File: config.mk
export PLATFORM = sky130hd
export DESIGN_NAME = kdst_cell
export DESIGN_NICKNAME = d
export VERILOG_FILES = /design/src/rtl/core/keyed_duration_stats_table_macros.svh /design/src/rtl/core/kdst_pkg.sv /design/src/rtl/core/kdst_cell.sv
export SDC_FILE = /design/constraint.sdc
export NUM_CORES = 1
export LEC_CHECK = 0
export BUFFER_PORTS_ARGS = -buffer_cell sky130_fd_sc_hd__buf_2
export CORE_UTILIZATION = 35
export DETAILED_ROUTE_END_ITERATION = 12
export MAX_ROUTING_LAYER = met4
export PLACE_DENSITY_LB_ADDON = 0.08
export SLEW_MARGIN = 20
export SYNTH_ARGS = -nofsm -noshare
export SYNTH_HDL_FRONTEND = slang
export SYNTH_SLANG_ARGS = --single-unit
File: constraint.sdc
create_clock -name clk -period 6.1 [get_ports clk]
set_clock_uncertainty 0.05 [all_clocks]
set_input_delay 1.22 -clock clk [delete_from_list [all_inputs] [get_ports clk]]
set_output_delay 1.22 -clock clk [all_outputs]
set_load 0.05 [all_outputs]
File: src/rtl/core/keyed_duration_stats_table_macros.svh
// Assertion macros used by the stats table RTL
`ifndef KEYED_DURATION_STATS_TABLE_MACROS_SVH
`define KEYED_DURATION_STATS_TABLE_MACROS_SVH

// same-cycle implication, clocked on clk, off during reset
`define KDST_ASSERT_NOW(lbl, ante, cons, msg) \
    lbl: assert property (@(posedge clk) disable iff (!rst_n) (ante) |-> (cons)) \
        else $error(msg);

// next-cycle implication
`define KDST_ASSERT_NEXT(lbl, ante, cons, msg) \
    lbl: assert property (@(posedge clk) disable iff (!rst_n) (ante) |=> (cons)) \
        else $error(msg);

`endif

File: src/rtl/core/kdst_pkg.sv
// Types and constants for the keyed duration stats table
package kdst_pkg;

    localparam int KEY_W   = 48;
    localparam int TICK_W  = 64;
    localparam int COUNT_W = 32;
    localparam int IDX_W   = 4;
    localparam int USED_W  = 5;
    localparam int STAT_W  = 3;

    localparam logic FUNC_UPDATE = 1'b0;
    localparam logic FUNC_READ   = 1'b1;

    typedef enum logic [STAT_W-1:0] {
        ST_UPDATED    = 3'd0,
        ST_ADDED      = 3'd1,
        ST_FULL       = 3'd2,
        ST_READ_OK    = 3'd3,
        ST_READ_EMPTY = 3'd4
    } status_t;

    typedef struct packed {
        logic                func;
        logic [KEY_W-1:0]    key;
        logic [TICK_W-1:0]   duration;
        logic [IDX_W-1:0]    read_index;
    } req_t;

    typedef struct packed {
        status_t             status;
        logic [IDX_W-1:0]    entry_index;
        logic [KEY_W-1:0]    entry_key;
        logic [TICK_W-1:0]   total_ticks;
        logic [COUNT_W-1:0]  call_count;
        logic [USED_W-1:0]   entries_used;
    } rsp_t;

    // request travelling down the cell row, collecting the hit on its way
    typedef struct packed {
        logic                valid;
        req_t                req;
        logic                hit;
        logic                added;
        logic [IDX_W-1:0]    hit_index;
        logic [KEY_W-1:0]    hit_key;
        logic [TICK_W-1:0]   hit_total;
        logic [COUNT_W-1:0]  hit_count;
    } flow_t;

endpackage

File: src/rtl/core/kdst_cell.sv
// One table entry with its compare/accumulate logic and a stage of the request row
module kdst_cell
    import kdst_pkg::*;
#(
    parameter int POS    = 0,
    parameter int FILL_W = 5
)
(
    input  logic              clk,
    input  logic              rst_n,
    input  logic [FILL_W-1:0] fill,
    input  flow_t             flow_in,
    output flow_t             flow_out
);

    // only the first sixteen positions can be addressed by a read
    localparam bit RD_REACH = (POS < (1 << IDX_W));

    logic [KEY_W-1:0]   key_reg,   key_next;
    logic [TICK_W-1:0]  total_reg, total_next;
    logic [COUNT_W-1:0] count_reg, count_next;
    flow_t              flow_reg,  flow_next;

    logic               filled;
    logic               at_tail;
    logic               is_upd;
    logic               match;
    logic               append;
    logic               rd_sel;
    logic [TICK_W-1:0]  sum;
    logic [COUNT_W-1:0] count_inc;

    always_comb
    begin
        filled    = FILL_W'(POS) < fill;
        at_tail   = FILL_W'(POS) == fill;
        is_upd    = flow_in.valid && (flow_in.req.func == FUNC_UPDATE) && !flow_in.hit;
        match     = is_upd && filled && (key_reg == flow_in.req.key);
        append    = is_upd && at_tail;
        rd_sel    = flow_in.valid && (flow_in.req.func == FUNC_READ) && filled && RD_REACH
                    && (flow_in.req.read_index == IDX_W'(POS));
        sum       = total_reg + flow_in.req.duration;
        count_inc = (count_reg == '1) ? count_reg : count_reg + 1'b1;

        key_next   = key_reg;
        total_next = total_reg;
        count_next = count_reg;
        flow_next  = flow_in;

        if (match)
        begin
            total_next          = sum;
            count_next          = count_inc;
            flow_next.hit       = 1'b1;
            flow_next.hit_index = IDX_W'(POS);
            flow_next.hit_key   = key_reg;
            flow_next.hit_total = sum;
            flow_next.hit_count = count_inc;
        end
        else if (append)
        begin
            key_next            = flow_in.req.key;
            total_next          = flow_in.req.duration;
            count_next          = COUNT_W'(1);
            flow_next.hit       = 1'b1;
            flow_next.added     = 1'b1;
            flow_next.hit_index = IDX_W'(POS);
            flow_next.hit_key   = flow_in.req.key;
            flow_next.hit_total = flow_in.req.duration;
            flow_next.hit_count = COUNT_W'(1);
        end
        else if (rd_sel)
        begin
            flow_next.hit       = 1'b1;
            flow_next.hit_index = IDX_W'(POS);
            flow_next.hit_key   = key_reg;
            flow_next.hit_total = total_reg;
            flow_next.hit_count = count_reg;
        end
    end

    // entry contents need no reset: unfilled entries are never looked at
    always_ff @(posedge clk)
    begin
        key_reg   <= key_next;
        total_reg <= total_next;
        count_reg <= count_next;
    end

    always_ff @(posedge clk or negedge rst_n)
    begin
        if (!rst_n)
        begin
            flow_reg <= '0;
        end
        else
        begin
            flow_reg <= flow_next;
        end
    end

    assign flow_out = flow_reg;

endmodule

==> out/summary.md, run 1 <==
The detail route stage leaves a number of antenna-violating nets equal to 0. The critical path goes through buf_2, ha_1, fa_1, a21oi_1, o211ai_1, a221oi_4, o31ai_4, a22oi_1, a31oi_1, a221oi_1, xor2_1, o21ai_0. The most used flip-flop cell after synthesis is dfrtp_1. Proportion of synthesized chip area in sequential cells: 54.32%.

The share of total power dissipated in sequential elements is 43.2%. Timing would allow up to 217.9 MHz. In the final layout, the share of cells above drive strength 1 is 29.26%.

The count of input and output buffers is 542, and the number of global-route vias before repair is 16738. The fraction of power spent switching nets works out to 29.23%. The class of the tightest hold or removal check was register to register. The die area was 58990 µm²; the combinational cell fraction of total power was 15.3%.

Once detailed placement completed, the half-perimeter wirelength came to 51100 µm. The clock drives 412 sinks. Most frequent cell after synthesis: nand2_1. The buffer type at the clock tree root is clkbuf_16. Starting density of the core: 35.74%.

In the synthesized netlist the async set-or-reset flop fraction comes to 65.05%. The run gives 12 as the number of antenna violations at the first check in global routing. The standard cell core area was 56820 µm²; the post-layout utilization of the core was 44.79%. The run finished with clean final reports. At the pin with the least slew margin, the transition time is 1.002 ns. The number of placed instances, taps included, is 3124. The tools report the DRC marker count from the first detailed-route iteration as 1019.

The number of hold buffers added after CTS was 0. The mean instance size in the synthesized netlist was 10.69 µm². Along the worst path, the maximum fanout reaches 5. The tools report the highest ir drop seen on vdd as 0.0001993 V.

Critical path class: input port to register. For this run, design rule violations remaining after detail routing come to 0. TritonCTS built the clock tree.

In this run the tightest slew margin relative to its limit is 32.50%. For the number of gates given a new drive strength after cts, the log shows 0. The synthesized netlist contains 72 unique library cells. The count of H-tree levels built during CTS was 2. Sorting the synthesized cells by how often they occur yields nand2_1, dfrtp_1, edfxtp_1, a22oi_1. Dividing the detail-routed wire length by the instance count gives 21.32 µm. For the internal power of the cells, the log shows 4894 µW. The worst setup path is launched from an input port. The synthesized netlist occupies a cell area of 20310 µm².

In the final design database the tool counted 2758 nets. For the worst-skew pair, the clock arrives at the later sink with an insertion delay of 0.61 ns. The synthesized design spends more area on one cell type than any other, namely dfrtp_1. For the wire length reported by the detailed router, the log shows 68710 µm. Setup repair after global routing left no endpoint under its margin. The worst hold path passes through 2 cells.

The first global-routing pass estimated 103400 µm of wire. In the final timing run, aggregate negative setup slack is 0 ns. Compared with the post-synthesis result, the final layout area differs by 25.33%.

The sort of element at the end of the critical path is a register. The number of buffers added by the clock tree synthesis step was 48. The number of flip-flops in the largest register works out to 268.

Using the TritonRoute via totals, the vias-per-cell ratio works out to 5.163. By area the synthesized netlist is led by dfrtp_1, edfxtp_1, nand2_1. The number of cells on the worst reg-to-reg path works out to 11. Yosys mapped a number of flops with a built-in enable equal to 144. Once layout is complete, the cells apart from fillers number 3223. On the final layout, the worst hold slack is 0.4601 ns. Subtracting the final worst setup slack from the clock period gives 4.589 ns. The area fraction of the dominant cell type after synthesis was 33.03%; the power per standard cell area was 271.7 nW/µm². Entering global routing, the biggest net connects 113 pins. The die is 242.9 µm wide. Routability-driven placement finished with a final weighted congestion of 0.8856. At the worst endpoint, the arrival time is 4.85 ns. The cell type of the slowest stage on the worst timing path is fa_1. The analysis attributes to net switching a power of 2021 µW. The via count was 16641; the number of setup violations in the final report was 0. The number of post-CTS setup repair buffers came out at 0.

Across all register-to-register paths, the minimum setup slack is 1.86 ns. In this run the top signal layer used is met4. The tools report the total number of yosys warnings as 0.

For this design the top-level I/O count stands at 543. The met3 routed wirelength was 4373 µm. The logs give 23.49% for the all-layer global routing usage and 41.5% for the clock share of power. The clock passes through at most 3 buffers. Across the run, the number of max-cap violations was 0. The number of endpoints with negative hold slack in the final report was 0. The floorplan has 87 rows. The wire length on met2 came out at 32700 µm. The number of nets in the synthesized netlist is 2240. For the number of max-slew violations in the final report, the log shows 0. In the synthesized netlist, the number of instances is 1900. The detailed router put a total of 30140 µm of wire on met1. The highest cell delay on the worst timing path works out to 0.54 ns. The worst path uses 75.23% of the clock period.

The data required time of the critical path is 6.36 ns. The first detailed-routing pass ran for 7 iterations. Die height: 242.9 µm. Clock-pin slew was measured on the worst setup and hold paths at 0.06 ns. The logs give 0 for the residual overflow from global routing and 0.01164 µW for the static leakage. The post-synthesis sequential element count works out to 412.

Fill cells in the final layout number 5563.
-- final timing paths --
kind | start | endpoint
max in group asynchronous | rst_n | flow_out[27]
min reg2reg | key_reg[23] | flow_out[119]
max reg2reg | total_reg[0] | total_reg[50]
min in group asynchronous | rst_n | flow_out[202]
max | flow_in[154] | total_reg[50]
min | key_reg[23] | flow_out[119]
-- metrics by stage --
step / power [µW] / cell area [µm²] / worst slack (ns)
floorplan: 3705 / 20310 / 0.1170
global placement: 4098 / 23840 / 1.038
detailed placement: 4100 / 23840 / 0.9688
CTS: 7004 / 25430 / 1.607
global route: 7177 / 25450 / 1.354
finish: 6915 / 25450 / 1.511
-- critical path, delay by kind of cell --
| family | cells | cell delay [ns] |
|---|---|---|
| AOI/OAI and AO/OA | 8 | 2.51 |
| xor gates and xnor gates | 1 | 0.21 |
| adders and majority gates | 2 | 0.77 |
| buffers and inverters | 1 | 0.13 |
-- per-layer routing --
| layer | track usage, % | up-vias |
|---|---|---|
| met5 | - | - |
| met4 | 5.512 | 0 |
| met3 | 5.429 | 80 |
| met2 | 37.35 | 514 |
| met1 | 30.30 | 8155 |
| li1 | - | 7892 |
-- logic make-up after synthesis --
| group | synth area share [%] |
|---|---|
| simple gates | 13.51 |
| compound gates | 15.17 |
| flops | 54.32 |
| xor+xnor | 5.909 |
| buf+inv | 2.224 |
| mux | 4.831 |
| fa+ha+maj | 4.042 |
-- cell type report --
cell class	count	area [µm²]	share of cell area, %
timing repair buffer	557	2898	11.39
clock buffer	68	1378	5.413
inverter	27	106.4	0.4179
multi-input combinational	1372	8861	34.82
sequential	412	11030	43.34
antenna	10	25.02	0.09832
tap	756	945.9	3.717
clock inverter	21	206.4	0.8112
-- placed cells by master, fill, tap and decap left out, types with 11 or more instances in the layout --
cell / n
a21o_1: 37
a21oi_1: 77
a22oi_1: 114
buf_2: 541
clkbuf_1: 11
clkbuf_16: 49
dfrtp_1: 268
edfxtp_1: 144
ha_1: 64
inv_1: 26
mux2_2: 56
mux2i_1: 35
nand2_1: 352
nand2b_1: 11
nand3_1: 26
nand4_1: 39
nor2_1: 99
nor3_1: 20
nor4_1: 11
o21ai_0: 101
o21bai_1: 45
or3_1: 11
xnor2_1: 81
xor2_1: 56
-- power by group through the flow --
stage          logic, µW  clock network [µW]  registers, µW
6_report            1060                2870           2990
5_1_grt             1130                3050           3000
4_1_cts             1060                2950           2990
3_5_place_dp        1060                   0           3040
3_3_place_gp        1060                   0           3040
2_1_floorplan        307                   0           3400
No activity file was read; power rests on OpenSTA's default activity.
==> run 2, diff against run 1 <==
Settings changed: ABC_AREA set to 1.
Clock period 6.1 ns to 4.6 ns, I/O delays scaled along.
==> run 2 against run 1 <==
Flip-flop and latch count is the same. Register-to-register slack lost 0.26 ns. Sequential power grew 33%. Largest power group unchanged. Via count grew 43%. Wire length grew 37%. Clock-buffer cell count grew 6.
==> out/summary.md, run 2 <==
At the worst endpoint, the arrival time is 3.33 ns. TritonCTS built the clock tree. Routability-driven placement finished with a final weighted congestion of 0.9514.

The kind of start point of the critical path was an input port. Once the clock tree was built, the resizer swapped 0 gates to a different size. The slowest stage of the critical path belongs to the cell fa_1. The number of clock sinks was 412; the number of buffers added by the clock tree synthesis step was 49.

The number of antenna violations at the first check in global routing is 11. The all-layer global routing usage was 26.76%; the simple-gate portion of the synthesized area was 36.28%. The number of endpoints with negative hold slack in the final report is 0.

By area, the combinational part of the netlist is dominated by simple AND/OR/NAND/NOR gates. The largest total area in the synthesized netlist belongs to dfrtp_1. The via count is 23806. Clock latency on the worst-skew pair, taken at its later pin, is 0.62 ns. The ratio of final minimum period to clock period came out at 66.15%.

The top cell types in the final layout, fill and taps aside, are nand2_1, buf_2, inv_1. Global routing finished with a remaining overflow of 0. During I/O placement, the number of pins put on the boundary was 543. In this run the remaining antenna-violating nets after routing total 0.

Headroom to the max-slew limit: 34.63%. The number of setup violations in the final report is 0, and the per-cell routed wire length is 18.88 µm. The worst setup path is captured at a register. The count of input and output buffers came out at 542. The number of global-route vias before repair is 22886, and the wire length reported by the detailed router is 94080 µm.

The logs give 24720 µm² for the mapped cell area and 11030 µm² for the sequential cell area. Summed over all cells, the static leakage comes to 0.01634 µW. The number of setup buffers added after CTS is 0. The area fraction of the dominant cell type after synthesis is 27.13%, and the post-synthesis sequential element count is 412.

The number of hold buffers added after CTS was 0. The worst path meets setup with 1.557 ns of slack. The number of distinct library cell variants in the gate-level netlist after synthesis is 38, and the number of flip-flops in the largest register is 268.

Relative to the synthesized area, the layout overhead comes to 22.01%. The most common cell in the synthesized netlist is nand2_1. For this run, the register share of the synthesized area comes to 44.63%. The worst setup path is of the input port to register kind. Based on the critical path, the design can be clocked at up to 328.6 MHz.

Dividing the detail-routed via count by the number of cells gives 4.776. Summing the areas of all fa, ha and maj instances in the mapped netlist gives 3.321% of the synthesized area. For this run, asynchronously set or reset flops after synthesis account for 65.05%.

The tools report the data required time of the critical path as 4.89 ns. In this run the worst hold path is classified as input port to async pin. Number of max-slew violations in the final report: 0. Number of nets in the layout: 4336. The setup TNS after final layout is 0 ns, and the number of detailed-route iterations in the first pass is 7. The HPWL after detailed placement is 72020 µm, and the post-place instance area is 28530 µm². The die covers 71680 µm². The number of maximum-capacitance constraint violations was 0. Along the worst path, the maximum fanout reaches 4.

The worst-case IR drop observed on VDD is 0.0002752 V. For this design the ratio of total power to cell area is 312.5 nW/µm². Leaving out fill and tap cells, the most frequent cell in the layout is nand2_1. The die is 267.7 µm tall. The pre-CTS setup slack is 0.9761 ns. The synthesized-area fraction occupied by xor and xnor cells is 2.339%, and the instance count of the mapped netlist is 3490. For the pin with the worst max-slew slack, the measured transition is 0.9806 ns. The run gives 69910 µm² as the standard cell core area.

The number of cell rows was 97; the buffer depth of the longest clock path was 3. Ranked by total cell area, the synthesized netlist is headed by dfrtp_1, nand2_1, edfxtp_1. For the first-pass GRT wire length, the log shows 141800 µm. The filler cells instantiated in the layout total 7495. Setup repair after global routing left no endpoint under its margin. After clock tree synthesis, the clock-pin slew on the worst setup and hold paths is 0.06 ns. Entering global routing, the biggest net connects 103 pins.

Top flip-flop cell by instance count after synthesis: dfrtp_1. The largest single stage delay on the critical path is 0.46 ns. Counting flops with a built-in enable in the synthesized netlist gives 144.

The DRC marker count from the first detailed-route iteration was 1814; the area fraction in compound gates after synthesis was 5.123%. The buffer type at the clock tree root is clkbuf_16. For this run, design rule violations remaining after detail routing come to 0. The post-route netlist has 16.70% of its cells at a drive strength greater than 1. Counting stages on the worst path, the most repeated cell is nand2_1. The H-tree was split into 2 levels. The mean instance size in the synthesized netlist is 7.082 µm². The finished cells cover 30160 µm². Walking the worst path, the cells encountered are buf_2, ha_1, fa_1, nand3_1, nand3_1, nand2_1, nand2_1, nand2_1, nand2_1, nand2_1, nand2_1, nand2_1, nand3_1, nand3_1, nand2_1. For this run, the number of Yosys warnings is 0. The synthesized netlist net count is 3830. The width of the chip came out at 267.7 µm. Footprint of the multi-input gates: 11690 µm². The flow ran to the end, and the final reports show no timing, DRC or antenna violations. The commonest cells after synthesis are nand2_1, inv_1, dfrtp_1, nor2_1, nand3_1. Cells fill 43.14% of the core in the end. For this configuration, the core starts out at a cell density of 35.36%.

Shortest clock period the worst path allows after layout: 3.043 ns. Of the post-synthesis cell area, the part taken by muxes is 0%.
[run 2: area by class of cell]
type / instances / area share [%]
diodes: 8 / 0.06638
clock buffers: 74 / 4.717
clock inverters: 17 / 0.6016
inverters: 419 / 5.249
multi-input cells: 2546 / 38.76
flip-flops and latches: 412 / 36.58
well taps: 940 / 3.900
repair buffers: 568 / 10.13
[run 2: worst paths after layout]
check	start	endpoint	slack [ns]	cells past startpoint
max	flow_in[154]	total_reg[46]	1.56	15
min	rst_n	flow_out[118]	0.24	1
max reg2reg	total_reg[0]	total_reg[46]	1.60	14
min reg2reg	key_reg[8]	flow_out[104]	0.46	2
max in group asynchronous	rst_n	flow_out[45]	3.23	2
min in group clk	flow_in[150]	flow_out[150]	0.37	1
[run 2: through the flow]
step	hold WS, ns	power [µW]	cells
floorplan	0.4435	5023	3490
global placement	0.4705	5608	4885
detailed placement	0.4754	5606	4885
CTS	0.2558	9544	4976
global route	0.2812	9824	4984
finish	0.2402	9423	4984
[run 2: critical path, delay by kind of cell]
family,cells,cell delay (ns)
buf+inv,1,0.13
fa+ha+maj,2,0.71
simple gates,12,1.55
[run 2: routing by layer]
metal	global-route usage, %	share of wire, %	up-vias
met5	-	0	-
met2	41.28	45	694
met1	36.57	47	10996
met4	6.208	2.0	0
met3	4.490	6.4	98
li1	-	-	12018
[run 2: power breakdown]
group	internal (µW)	switching (µW)	leakage [µW]	total (µW)
registers	3930	40.3	0.00449	3970
logic	418	1150	0.0111	1560
clock network	2260	1630	0.000791	3890
[run 2: kinds of logic (layout without fill, tap and decap cells)]
kind of cell    count (synthesis)  in the layout
fa+ha+maj                      65             65
buf+inv                       532           1078
flops                         412            412
simple gates                 2193           2193
compound gates                222            222
other cells                     0              8
xor+xnor                       66             66
